<file path="config.mk">
export PLATFORM = sky130hd
export DESIGN_NAME = birks_energy_estimator
export DESIGN_NICKNAME = d
export VERILOG_FILES = /design/src/rtl/bee_pkg.sv /design/src/rtl/birks_energy_estimator.sv /design/src/rtl/bee_datapath.sv /design/src/rtl/bee_ctrl.sv
export SDC_FILE = /design/constraint.sdc
export NUM_CORES = 2
export LEC_CHECK = 0
export BUFFER_PORTS_ARGS = -buffer_cell sky130_fd_sc_hd__clkbuf_2
export CAP_MARGIN = 20
export CORE_AREA = 2 2 298 417
export CTS_BUF_LIST = sky130_fd_sc_hd__clkbuf_8
export CTS_CLUSTER_DIAMETER = 100
export DETAILED_ROUTE_END_ITERATION = 7
export DIE_AREA = 0 0 300 419
export PLACE_DENSITY = 0.77
export SLEW_MARGIN = 10
export SYNTH_ARGS = -nofsm -noshare
export SYNTH_HDL_FRONTEND = slang
export SYNTH_SLANG_ARGS = --single-unit
</file>
<file path="constraint.sdc">
create_clock -name clk -period 14.55 [get_ports clk]
set_input_delay 0 -clock clk [delete_from_list [all_inputs] [get_ports clk]]
set_output_delay 0 -clock clk [all_outputs]
set_load 0.01 [all_outputs]
</file>
<file path="src/rtl/bee_pkg.sv">
`default_nettype none

package bee_pkg;

	// Widths of the fixed-point words.
	localparam int unsigned CfgW = 24;
	localparam int unsigned AccW = 40;
	localparam int unsigned DivW = 64;
	localparam int unsigned DivCntW = $clog2(DivW);

	// Configuration register indexes.
	localparam logic [1:0] CFG_CHARGE_GAIN = 2'd0;
	localparam logic [1:0] CFG_QUENCH_FACTOR = 2'd1;
	localparam logic [1:0] CFG_ENERGY_CAP = 2'd2;

	// Reset values of the configuration registers.
	localparam logic [CfgW-1:0] GAIN_RESET = 24'd50332;
	localparam logic [CfgW-1:0] QUENCH_RESET = 24'd11980;
	localparam logic [CfgW-1:0] CAP_RESET = 24'd256000;

	// Request codes.
	localparam logic [1:0] REQ_START = 2'd0;
	localparam logic [1:0] REQ_HIT = 2'd1;
	localparam logic [1:0] REQ_END = 2'd2;
	localparam logic [1:0] REQ_REPORT = 2'd3;

	// Result kinds.
	localparam logic KIND_EVENT = 1'b0;
	localparam logic KIND_MEAN = 1'b1;

	// Datapath operations, one per cycle.
	typedef enum logic [3:0] {
		CMD_NONE,
		CMD_LATCH,
		CMD_MUL_SUM,
		CMD_START_WR,
		CMD_MUL_A,
		CMD_MUL_B,
		CMD_DIV_R,
		CMD_DIV_Q,
		CMD_DIV_MSE,
		CMD_DIV_STEP,
		CMD_HIT_PLAIN,
		CMD_HIT_Q,
		CMD_MUL_SQ,
		CMD_END_OUT,
		CMD_REPORT_OUT
	} cmd_t;

	// Controller states.
	typedef enum logic [3:0] {
		S_IDLE,
		S_ST_MUL,
		S_ST_WR,
		S_H_MULA,
		S_H_MULB,
		S_H_CHK,
		S_H_DIVR,
		S_H_CHKR,
		S_H_DIVQ,
		S_H_ADD,
		S_E_MUL,
		S_E_OUT,
		S_R_CHK,
		S_R_DIV,
		S_R_OUT
	} state_t;

	// Status from the datapath to the controller.
	typedef struct packed {
		logic dx_zero;
		logic div_last;
		logic r_big;
		logic cnt_zero;
		logic out_free;
	} status_t;

endpackage

`default_nettype wire

</file>
<file path="src/rtl/birks_energy_estimator.sv">
// Birks-corrected energy estimator. Words are taken one at a time and the
// input is ready only while the controller is idle; a waiting result word
// does not hold up the next input. An event end and a mean report wait until
// the output register is free. A hit with a zero path length skips the
// divider, one whose quench ratio reaches one makes a single pass, and any
// other hit makes two passes of the shared 64-step restoring divider. A mean
// report skips the divider when there are no events and uses it otherwise.
// All arithmetic runs through one 32 by 32 multiplier and that divider.
`default_nettype none

module birks_energy_estimator
	import bee_pkg::*;
(
	input  wire logic               clk,
	input  wire logic               arst_n,
	input  wire logic               cfg_write,
	input  wire logic [1:0]         cfg_index,
	input  wire logic [CfgW-1:0]    cfg_data,
	input  wire logic               in_valid,
	output logic                    in_ready,
	input  wire logic [1:0]         req_type,
	input  wire logic [23:0]        plain_charge_sum,
	input  wire logic [23:0]        reference_energy,
	input  wire logic [19:0]        hit_charge,
	input  wire logic [15:0]        hit_length,
	output logic                    out_valid,
	input  wire logic               out_ready,
	output logic                    result_kind,
	output logic signed [31:0]      energy_estimate,
	output logic [62:0]             squared_error,
	output logic [31:0]             events_seen
);

	cmd_t cmd;
	status_t status;

	// Sequencer.
	bee_ctrl u_ctrl (
		.clk      (clk),
		.arst_n   (arst_n),
		.in_valid (in_valid),
		.in_ready (in_ready),
		.req_type (req_type),
		.status   (status),
		.cmd      (cmd)
	);

	// Arithmetic and state.
	bee_datapath u_dp (
		.clk              (clk),
		.arst_n           (arst_n),
		.cmd              (cmd),
		.status           (status),
		.cfg_write        (cfg_write),
		.cfg_index        (cfg_index),
		.cfg_data         (cfg_data),
		.plain_charge_sum (plain_charge_sum),
		.reference_energy (reference_energy),
		.hit_charge       (hit_charge),
		.hit_length       (hit_length),
		.out_valid        (out_valid),
		.out_ready        (out_ready),
		.result_kind      (result_kind),
		.energy_estimate  (energy_estimate),
		.squared_error    (squared_error),
		.events_seen      (events_seen)
	);

endmodule

`default_nettype wire

</file>
<file path="src/rtl/bee_datapath.sv">
`default_nettype none

module bee_datapath
	import bee_pkg::*;
(
	input  wire logic               clk,
	input  wire logic               arst_n,
	input  wire cmd_t               cmd,
	output status_t                 status,
	input  wire logic               cfg_write,
	input  wire logic [1:0]         cfg_index,
	input  wire logic [CfgW-1:0]    cfg_data,
	input  wire logic [23:0]        plain_charge_sum,
	input  wire logic [23:0]        reference_energy,
	input  wire logic [19:0]        hit_charge,
	input  wire logic [15:0]        hit_length,
	output logic                    out_valid,
	input  wire logic               out_ready,
	output logic                    result_kind,
	output logic signed [31:0]      energy_estimate,
	output logic [62:0]             squared_error,
	output logic [31:0]             events_seen
);

	logic [CfgW-1:0] gain_q, quench_q, cap_q;
	logic [23:0] sum_q, ref_in_q;
	logic [19:0] dq_q;
	logic [15:0] dx_q;
	logic [AccW-1:0] acc_q;
	logic [23:0] ref_q;
	logic [63:0] err_sum_q;
	logic [31:0] cnt_q;
	logic [43:0] a_q;
	logic [63:0] prod_q;
	logic [DivW-1:0] dvd_q;
	logic [31:0] rem_q, dvs_q;
	logic [DivCntW-1:0] div_cnt_q;
	logic out_valid_q;

	logic [31:0] mul_a, mul_b;
	logic [32:0] rem_sh;
	logic div_ge;
	logic [24:0] den;
	logic [30:0] est, diff;
	logic [28:0] plain;
	logic [28:0] add_val;
	logic use_q;
	logic [AccW:0] acc_sum;
	logic [32:0] start_val;
	logic [64:0] err_sum_next;
	logic [31:0] cnt_inc;
	logic out_free;

	// Configuration registers.
	always_ff @(posedge clk or negedge arst_n) begin
		if (!arst_n) begin
			gain_q <= GAIN_RESET;
			quench_q <= QUENCH_RESET;
			cap_q <= CAP_RESET;
		end else if (cfg_write) begin
			unique case (cfg_index)
				CFG_CHARGE_GAIN: gain_q <= cfg_data;
				CFG_QUENCH_FACTOR: quench_q <= cfg_data;
				CFG_ENERGY_CAP: cap_q <= cfg_data;
				default: ;
			endcase
		end
	end

	// Multiplier operand selection.
	always_comb begin
		mul_a = 32'd0;
		mul_b = 32'd0;
		unique case (cmd)
			CMD_MUL_SUM: begin
				mul_a = {8'd0, gain_q};
				mul_b = {8'd0, sum_q};
			end
			CMD_MUL_A: begin
				mul_a = {8'd0, gain_q};
				mul_b = {12'd0, dq_q};
			end
			CMD_MUL_B: begin
				mul_a = {8'd0, quench_q};
				mul_b = {12'd0, dq_q};
			end
			CMD_MUL_SQ: begin
				mul_a = {1'b0, diff};
				mul_b = {1'b0, diff};
			end
			default: ;
		endcase
	end

	// Restoring divider step and the Birks denominator.
	assign rem_sh = {rem_q, dvd_q[DivW-1]};
	assign div_ge = rem_sh >= {1'b0, dvs_q};
	assign den = 25'h100_0000 - {1'b0, dvd_q[23:0]};

	// Event estimate and its distance from the reference.
	always_comb begin
		if (acc_q > {9'd0, 31'h7FFF_FFFF}) begin
			est = 31'h7FFF_FFFF;
		end else begin
			est = acc_q[30:0];
		end
		if (est >= {7'd0, ref_q}) begin
			diff = est - {7'd0, ref_q};
		end else begin
			diff = {7'd0, ref_q} - est;
		end
	end

	// Hit energy selection and saturating accumulation.
	always_comb begin
		plain = 29'((45'(a_q) + 45'h8000) >> 16);
		use_q = (dvd_q != 64'd0) && (dvd_q < {40'd0, cap_q});
		if ((cmd == CMD_HIT_Q) && use_q) begin
			add_val = {5'd0, dvd_q[23:0]};
		end else begin
			add_val = plain;
		end
		acc_sum = {1'b0, acc_q} + {12'd0, add_val};
		start_val = 33'((49'(prod_q[47:0]) + 49'h8000) >> 16);
		err_sum_next = {1'b0, err_sum_q} + {3'd0, prod_q[61:0]};
		cnt_inc = (cnt_q == 32'hFFFF_FFFF) ? cnt_q : cnt_q + 32'd1;
	end

	assign out_free = !out_valid_q || out_ready;

	// Working registers. The product holds until the next multiply, so a
	// stalled event end still finds its squared error.
	always_ff @(posedge clk) begin
		if (cmd == CMD_LATCH) begin
			sum_q <= plain_charge_sum;
			ref_in_q <= reference_energy;
			dq_q <= hit_charge;
			dx_q <= hit_length;
		end
		if (cmd == CMD_MUL_B) begin
			a_q <= prod_q[43:0];
		end
		if (cmd == CMD_MUL_SUM || cmd == CMD_MUL_A || cmd == CMD_MUL_B
				|| cmd == CMD_MUL_SQ) begin
			prod_q <= mul_a * mul_b;
		end
		unique case (cmd)
			CMD_DIV_R: begin
				dvd_q <= {12'd0, prod_q[43:0], 8'd0};
				dvs_q <= {16'd0, dx_q};
				rem_q <= 32'd0;
			end
			CMD_DIV_Q: begin
				dvd_q <= {12'd0, a_q, 8'd0} + {40'd0, den[24:1]};
				dvs_q <= {7'd0, den};
				rem_q <= 32'd0;
			end
			CMD_DIV_MSE: begin
				dvd_q <= err_sum_q;
				dvs_q <= cnt_q;
				rem_q <= 32'd0;
			end
			CMD_DIV_STEP: begin
				dvd_q <= {dvd_q[DivW-2:0], div_ge};
				rem_q <= div_ge ? 32'(rem_sh - {1'b0, dvs_q}) : rem_sh[31:0];
			end
			default: ;
		endcase
	end

	// Divider step counter.
	always_ff @(posedge clk or negedge arst_n) begin
		if (!arst_n) begin
			div_cnt_q <= '0;
		end else if (cmd == CMD_DIV_R || cmd == CMD_DIV_Q || cmd == CMD_DIV_MSE) begin
			div_cnt_q <= '0;
		end else if (cmd == CMD_DIV_STEP) begin
			div_cnt_q <= div_cnt_q + 1'b1;
		end
	end

	// Event state.
	always_ff @(posedge clk or negedge arst_n) begin
		if (!arst_n) begin
			acc_q <= '0;
			ref_q <= '0;
			err_sum_q <= '0;
			cnt_q <= '0;
		end else begin
			unique case (cmd)
				CMD_START_WR: begin
					acc_q <= {7'd0, start_val};
					ref_q <= ref_in_q;
				end
				CMD_HIT_PLAIN, CMD_HIT_Q: begin
					acc_q <= acc_sum[AccW] ? {AccW{1'b1}} : acc_sum[AccW-1:0];
				end
				CMD_END_OUT: begin
					err_sum_q <= err_sum_next[64] ? 64'hFFFF_FFFF_FFFF_FFFF
						: err_sum_next[63:0];
					cnt_q <= cnt_inc;
				end
				default: ;
			endcase
		end
	end

	// Output word register.
	always_ff @(posedge clk or negedge arst_n) begin
		if (!arst_n) begin
			out_valid_q <= 1'b0;
		end else if (cmd == CMD_END_OUT || cmd == CMD_REPORT_OUT) begin
			out_valid_q <= 1'b1;
		end else if (out_ready) begin
			out_valid_q <= 1'b0;
		end
	end

	always_ff @(posedge clk) begin
		if (cmd == CMD_END_OUT) begin
			result_kind <= KIND_EVENT;
			energy_estimate <= signed'({1'b0, est});
			squared_error <= {1'b0, prod_q[61:0]};
			events_seen <= cnt_inc;
		end else if (cmd == CMD_REPORT_OUT) begin
			result_kind <= KIND_MEAN;
			energy_estimate <= '0;
			if (cnt_q == 32'd0) begin
				squared_error <= '0;
			end else if (dvd_q[63]) begin
				squared_error <= {63{1'b1}};
			end else begin
				squared_error <= dvd_q[62:0];
			end
			events_seen <= cnt_q;
		end
	end

	assign out_valid = out_valid_q;

	// Status back to the controller.
	assign status.dx_zero = (dx_q == 16'd0);
	assign status.div_last = (div_cnt_q == {DivCntW{1'b1}});
	assign status.r_big = (dvd_q[63:24] != 40'd0);
	assign status.cnt_zero = (cnt_q == 32'd0);
	assign status.out_free = out_free;

	// A result is only loaded when the output register can take it.
	a_load_free: assert property (@(posedge clk) disable iff (!arst_n)
		(cmd == CMD_END_OUT || cmd == CMD_REPORT_OUT) |-> out_free)
		else $error("result loaded over a waiting word");

	// Every division restarts its step count.
	a_div_restart: assert property (@(posedge clk) disable iff (!arst_n)
		(cmd == CMD_DIV_R || cmd == CMD_DIV_Q || cmd == CMD_DIV_MSE) |=> (div_cnt_q == '0))
		else $error("divider count not cleared at start");

	// The corrected division runs only with a quench ratio below one.
	a_ratio_ok: assert property (@(posedge clk) disable iff (!arst_n)
		(cmd == CMD_DIV_Q) |-> (dvd_q[63:24] == 40'd0))
		else $error("Birks division started with ratio at or above one");

endmodule

`default_nettype wire

</file>
<file path="src/rtl/bee_ctrl.sv">
`default_nettype none

module bee_ctrl
	import bee_pkg::*;
(
	input  wire logic       clk,
	input  wire logic       arst_n,
	input  wire logic       in_valid,
	output logic            in_ready,
	input  wire logic [1:0] req_type,
	input  wire status_t    status,
	output cmd_t            cmd
);

	state_t state_q, state_d;

	always_ff @(posedge clk or negedge arst_n) begin
		if (!arst_n) begin
			state_q <= S_IDLE;
		end else begin
			state_q <= state_d;
		end
	end

	// Next state.
	always_comb begin
		state_d = state_q;
		unique case (state_q)
			S_IDLE: begin
				if (in_valid) begin
					unique case (req_type)
						REQ_START: state_d = S_ST_MUL;
						REQ_HIT: state_d = S_H_MULA;
						REQ_END: state_d = S_E_MUL;
						REQ_REPORT: state_d = S_R_CHK;
						default: state_d = S_IDLE;
					endcase
				end
			end
			S_ST_MUL: state_d = S_ST_WR;
			S_ST_WR: state_d = S_IDLE;
			S_H_MULA: state_d = S_H_MULB;
			S_H_MULB: state_d = S_H_CHK;
			S_H_CHK: state_d = status.dx_zero ? S_IDLE : S_H_DIVR;
			S_H_DIVR: if (status.div_last) state_d = S_H_CHKR;
			S_H_CHKR: state_d = status.r_big ? S_IDLE : S_H_DIVQ;
			S_H_DIVQ: if (status.div_last) state_d = S_H_ADD;
			S_H_ADD: state_d = S_IDLE;
			S_E_MUL: state_d = S_E_OUT;
			S_E_OUT: if (status.out_free) state_d = S_IDLE;
			S_R_CHK: state_d = status.cnt_zero ? S_R_OUT : S_R_DIV;
			S_R_DIV: if (status.div_last) state_d = S_R_OUT;
			S_R_OUT: if (status.out_free) state_d = S_IDLE;
			default: state_d = S_IDLE;
		endcase
	end

	// Commands to the datapath.
	always_comb begin
		cmd = CMD_NONE;
		in_ready = 1'b0;
		unique case (state_q)
			S_IDLE: begin
				in_ready = 1'b1;
				if (in_valid) cmd = CMD_LATCH;
			end
			S_ST_MUL: cmd = CMD_MUL_SUM;
			S_ST_WR: cmd = CMD_START_WR;
			S_H_MULA: cmd = CMD_MUL_A;
			S_H_MULB: cmd = CMD_MUL_B;
			S_H_CHK: cmd = status.dx_zero ? CMD_HIT_PLAIN : CMD_DIV_R;
			S_H_DIVR: cmd = CMD_DIV_STEP;
			S_H_CHKR: cmd = status.r_big ? CMD_HIT_PLAIN : CMD_DIV_Q;
			S_H_DIVQ: cmd = CMD_DIV_STEP;
			S_H_ADD: cmd = CMD_HIT_Q;
			S_E_MUL: cmd = CMD_MUL_SQ;
			S_E_OUT: if (status.out_free) cmd = CMD_END_OUT;
			S_R_CHK: if (!status.cnt_zero) cmd = CMD_DIV_MSE;
			S_R_DIV: cmd = CMD_DIV_STEP;
			S_R_OUT: if (status.out_free) cmd = CMD_REPORT_OUT;
			default: ;
		endcase
	end

endmodule

`default_nettype wire
</file>
# == Word-level counts from Yosys, hierarchy flattened ==
# Index checks and enable logic that the tools add are counted.
# W data, S select, Z words.
# classes
n_eq_ne,40
muxes,43
n_addsub,11
reduce_logical,34
magnitude_cmp,4
mul,1
# op_table
cell,n
$pmux W64 S4,1
$pmux W31 S3,2
$mux W32,4
$mux W63,2
$mux W31,4
$mux W62,2
$pmux W32 S3,1
$pmux W40 S2,1
$add A64 B62 Y65,1
$lt A64 B24 Y1,1
$mux W64,1
$pmux W32 S2,1
$reduce_bool A64 Y1,1
$mul A31 B31 Y62,1
$eq A4 B4 Y1 const B,14
$add A52 B24 Y53,1
$pmux W4 S13,1
$add A48 B16 Y49 const B,1
$pmux W4 S12,1
$add A44 B16 Y45 const B,1
$mux W4,11
$add A40 B29 Y41,1
$gt A40 B31 Y1 const B,1
$mux W40,1
other kinds (38),77
# totals
input_bits,117
out_inout_bits,130
word_cells,157
regBits,688

# == Logic depth before layout (Yosys ltp) ==
# depth
ltp_word,10
depth_mapped,51
mapped_depth_nobuf,42

# == Hierarchy ==
# Synthesis repeated with hierarchy kept, for this count alone.
# hier_totals
hier_cells,7720
area_unflattened_um2,72173.0
# modules_own_cells
module,area_per_inst_um2,n_inst,seq_area_each_um2,cells_each
bee_datapath,71511.1,1,19349.8,7624
bee_ctrl,661.9,1,100.1,96

# == Worst setup path before layout ==
# OpenSTA, ideal clock, no wires.
# synth_timing
kind,register to register
start,register u_dp.acc_q[34]
end,"register u_dp.prod_q[58], data pin"
slack_ns,3.345
setup_time_ns,0.259
t_required_ns,14.291
t_arrival_ns,10.946
n_path_buf,7
path_stages_with_launch,47
synth_period_minus_slack_ns,11.205
cell_sequence,dfrtp_1 > nor4_1 > nand3_1 > buf_2 > buf_1 > clkbuf_1 > nor2_1 > inv_1 > ha_1 > clkbuf_1 > nand4_1 > nor2_1 > inv_1 > o31a_2 > o21ai_2 > buf_4 > buf_6 > mux2i_1 > [... 11 more ...] > inv_1 > fa_1 > inv_1 > fa_1 > inv_1 > fa_1 > inv_1 > ha_1 > o21ai_0 > nand2_1 > o21ai_0 > a2111oi_0 > o21ai_0 > a22o_1 > o21ai_0 > a311o_1 > a41oi_1 > xnor2_1
# synth_between
elab_chain_len,6
elab_cells_between_ends,9
classes_between,2 x add/sub; 1 x mul; 2 x order compare; 4 x mux
# synth_lines
element,line,rtl
from (decl),bee_datapath.sv:29,logic [AccW-1:0] acc_q;
from (signal assigned),bee_datapath.sv:192,"acc_q <= {7'd0, start_val};"
from (signal assigned),bee_datapath.sv:196,acc_q <= acc_sum[AccW] ? {AccW{1'b1}} : acc_sum[AccW-1:0];
$gt A40 B31 Y1 *,bee_datapath.sv:102,"if (acc_q > {9'd0, 31'h7FFF_FFFF}) begin"
$mux W31 *,bee_datapath.sv:102,
named net u_dp.est[21],bee_datapath.sv:44,"logic [30:0] est, diff;"
$sub A24 B31 Y31 (tied with other cells),bee_datapath.sv:110,"diff = {7'd0, ref_q} - est;"
$mux W31 *,bee_datapath.sv:107,"if (est >= {7'd0, ref_q}) begin"
$pmux W31 S3,bee_datapath.sv:74,unique case (cmd)
$mul A31 B31 Y62 *,bee_datapath.sv:145,prod_q <= mul_a * mul_b;
to (signal assigned),bee_datapath.sv:145,
to (decl),bee_datapath.sv:34,logic [63:0] prod_q;
# Mark *: on every way through the listed nets, which the timed path passes. The rest lies on a longest branch.
# A chain may end at the register's enable or synchronous reset.

# == Final worst setup path ==
# layout_timing
start,register u_dp.acc_q[38]
end,"register u_dp.prod_q[55], data pin"
# Same word-level chain as after synthesis.

==> qor.csv <==
metric;value;unit
clkTransAtPathRegs;0.06;ns
synth.largest_area_cell;fa_1;
p_per_area;233;mW/mm²
vias;63300;
cap_violations;0;
seqPwrFrac;20.9;%
violations;design-rule violations;
final_layout_size_suffix_gt1_share;10.4;%
synthCells;7733;
holdWs;0.106;ns
drt-pass1-iter-count;8;
drtIter0Drc;6850;
synth_ff_type;edfxtp_1;
worst_clock_skew;0.114;ns
grt_overflow_total;0;
grt.total_usage;43.4;%
total_power;18800;µW
postLayoutCellArea;0.0808;mm²
ioPinCount;247;
r2r-start;u_dp.acc_q[38];
die_w;300;µm
n_fill_cell;9889;
synthTopCellsByCount;inv_1, fa_1, nand2_1, nor2_1;
cpPeakStageDelay;0.59;ns
htreeDepth;3;
io_buffers;245;
start_kind;flip-flop;
r2r_cells;43;
min_from;cfg_data[12];
rsz0062_at_grt;false;
initial_core_util;59.5;%
dpl.hpwl;206000;µm
synthTopCellsByArea;fa_1, edfxtp_1, ha_1;
finalHoldViolations;0;
internal_power;8590;µW
cp.arrival;13.75;ns
netlist_area;0.0727;mm²
ant_nets;0;
vdd_drop_max;0.191;mV
areaGrowthSynthToFinish;11.2;%
dieArea;0.126;mm²
outcome;finished, violations left;
clock_power_share;10.4;%
yosys_warnings;0;
worst_path_max_delay_cell;fa_1;
path_class;reg -> reg;
core;0.122;mm²
path_common_cell;fa_1;
syn_area_per_cell;9.40;µm²
cts_buffers;106;
cts.sinks;688;
cp-end-kind;flip-flop;
final_nets;9528;
max_freq;0.0760;GHz
leakagePower;0.0365;µW
fin_util;66.2;%
vias_per_cell;6.45;
r2r-end;u_dp.prod_q[55];
drc_errors;10;
synth_edf_count;443;
hold_path.class;in -> reg;
setup_tns;0;ns
post-route-period-util;90.5;%
switching_power;10200;µW
swShare;54.4;%
setup_viol_count_final;0;
postRouteWirelength;273000;µm
synth.most_common_cell;inv_1;
post_synth_num_cell_types;93;
cts_tree;done;
slew_violations;0;
clock_path_buffers;3;
timing.slew.headroom;19.2;%
ys_ff_latch;688;
clock_latency;0.91;ns
crit_path_max_fanout;22;
grt_pass1_wl;403000;µm
holdPathEnd;u_dp.cap_q[12];
r2r_slack;1.38;ns
cts-root-buf;clkbuf_8;
routedWlPerCell;27.8;µm
period_needed;13.17;ns
worst_pin_slew;1.19;ns
place_congestion;1.05;
grt_max_degree;175;
required;15.14;ns
grt_pass1_vias;65100;
rows;152;
antenna_found_initial;11;
die_h;419;µm
hold_depth;3;
postPlaceCellArea;0.0760;mm²
ys_async_sr_fraction;35.3;%
combPwrFrac;68.7;%
synth.net_count;9167;
synth.top_cell.area_share;23.2;%
ys_seq_area_share;26.8;%
==> stage by stage <==
| step | cells | setup WS, ns |
|---|---|---|
| global route | 9807 | 0.831 |
| floorplan | 7733 | 3.34 |
| detailed placement | 9373 | 1.77 |
| finish | 9815 | 1.38 |
| CTS | 9803 | 1.72 |
| global placement | 9372 | 1.94 |
==> cell type report <==
class                           instances  area [µm²]  share of cell area (%)
Clock inverter                         89         968                    1.20
Multi-Input combinational cell       5525       47600                    58.9
Inverter                             1093        4100                    5.08
Antenna cell                           10        25.0                  0.0310
Tap cell                             1617        2020                    2.50
Sequential cell                       688       19400                    24.1
Clock buffer                          113        1560                    1.92
Timing Repair Buffer                  680        5110                    6.32
==> placed cells by master, fill, tap and decap left out, types with 57 or more instances in the layout <==
| master | n |
|---|---|
| a21o_1 | 185 |
| a21oi_1 | 473 |
| a31oi_1 | 81 |
| and2_1 | 64 |
| and3_1 | 57 |
| buf_4 | 203 |
| clkbuf_2 | 244 |
| clkbuf_8 | 113 |
| dfrtp_1 | 222 |
| dlygate4sd3_1 | 227 |
| edfxtp_1 | 443 |
| fa_1 | 843 |
| ha_1 | 474 |
| inv_1 | 1116 |
| mux2_2 | 100 |
| nand2_1 | 733 |
| nand3_1 | 118 |
| nand4_1 | 68 |
| nor2_1 | 662 |
| o21ai_0 | 410 |
| o21bai_1 | 57 |
| o31ai_1 | 76 |
| xnor2_1 | 196 |
| xor2_1 | 116 |
==> how the worst max path moves through the flow <==
stage,depth (start not counted),end,slack (ns),startpoint
floorplan,46,u_dp.prod_q[58],3.34,u_dp.acc_q[34]
global placement,44,u_dp.prod_q[58],1.94,u_dp.acc_q[34]
detailed placement,44,u_dp.prod_q[58],1.77,u_dp.acc_q[38]
CTS,44,u_dp.prod_q[58],1.72,u_dp.acc_q[34]
global route,44,u_dp.prod_q[58],0.83,u_dp.acc_q[38]
finish,43,u_dp.prod_q[55],1.38,u_dp.acc_q[38]
==> power groups by stage <==
stage	Combinational [µW]	Clock, µW	Sequential (µW)
3_3_place_gp	12200	0	3900
5_1_grt	13900	2040	3960
2_1_floorplan	8500	0	3540
3_5_place_dp	12400	0	3910
4_1_cts	12500	1950	3880
6_report	12900	1950	3940
==> kinds of logic (layout without fill, tap and decap cells) <==
group | count (synthesis) | count (layout) | share of synthesized area, %
other | 1 | 11 | 0.00516
and+or+nand+nor | 2006 | 2006 | 12.3
AOI/OAI and AO/OA | 1764 | 1764 | 15.8
adders and majority gates | 1317 | 1317 | 31.4
buffers and inverters | 1520 | 1975 | 8.11
muxes | 125 | 125 | 1.89
DFF | 688 | 688 | 26.8
xor gates and xnor gates | 312 | 312 | 3.76
==> layer usage <==
metal	routed length [µm]	up-vias	GRT usage (%)
li1	-	26800	-
met1	91800	31000	49.5
met2	125000	4197	69.4
met3	27900	1346	9.91
met4	27900	8	36.5
met5	52	-	0
==> registers in the layout, summed over array words and instances, names as in the netlist, 4 cells and up <==
name                  cells
u_ctrl.state_q            4
u_dp.a_q                 44
u_dp.acc_q               40
u_dp.cap_q               24
u_dp.cnt_q               32
u_dp.div_cnt_q            6
u_dp.dq_q                20
u_dp.dvd_q               64
u_dp.dvs_q               32
u_dp.dx_q                16
u_dp.energy_estimate     31
u_dp.err_sum_q           64
u_dp.events_seen         32
u_dp.gain_q              24
u_dp.prod_q              62
u_dp.quench_q            24
u_dp.ref_in_q            24
u_dp.ref_q               24
u_dp.rem_q               32
u_dp.squared_error       63
u_dp.sum_q               24
==> timing repair <==
| action | 4_1_cts | 5_1_grt |
|---|---|---|
| hold endpoints to repair | 332 | 0 |
| buffers inserted | 0 | 0 |
| hold buffers | 228 | 0 |
| gates resized for setup | 0 | 0 |
==> critical path, delay by kind of cell (launching register included) <==
family                     cells  cell delay (ns)
buffers and inverters         10             1.70
AOI/OAI and AO/OA             11             3.07
adders and majority gates     10             4.96
DFF                            1             0.40
xor gates and xnor gates       2             0.37
and+or+nand+nor               10             2.33
Note: power is estimated with default switching activity, not from simulation.
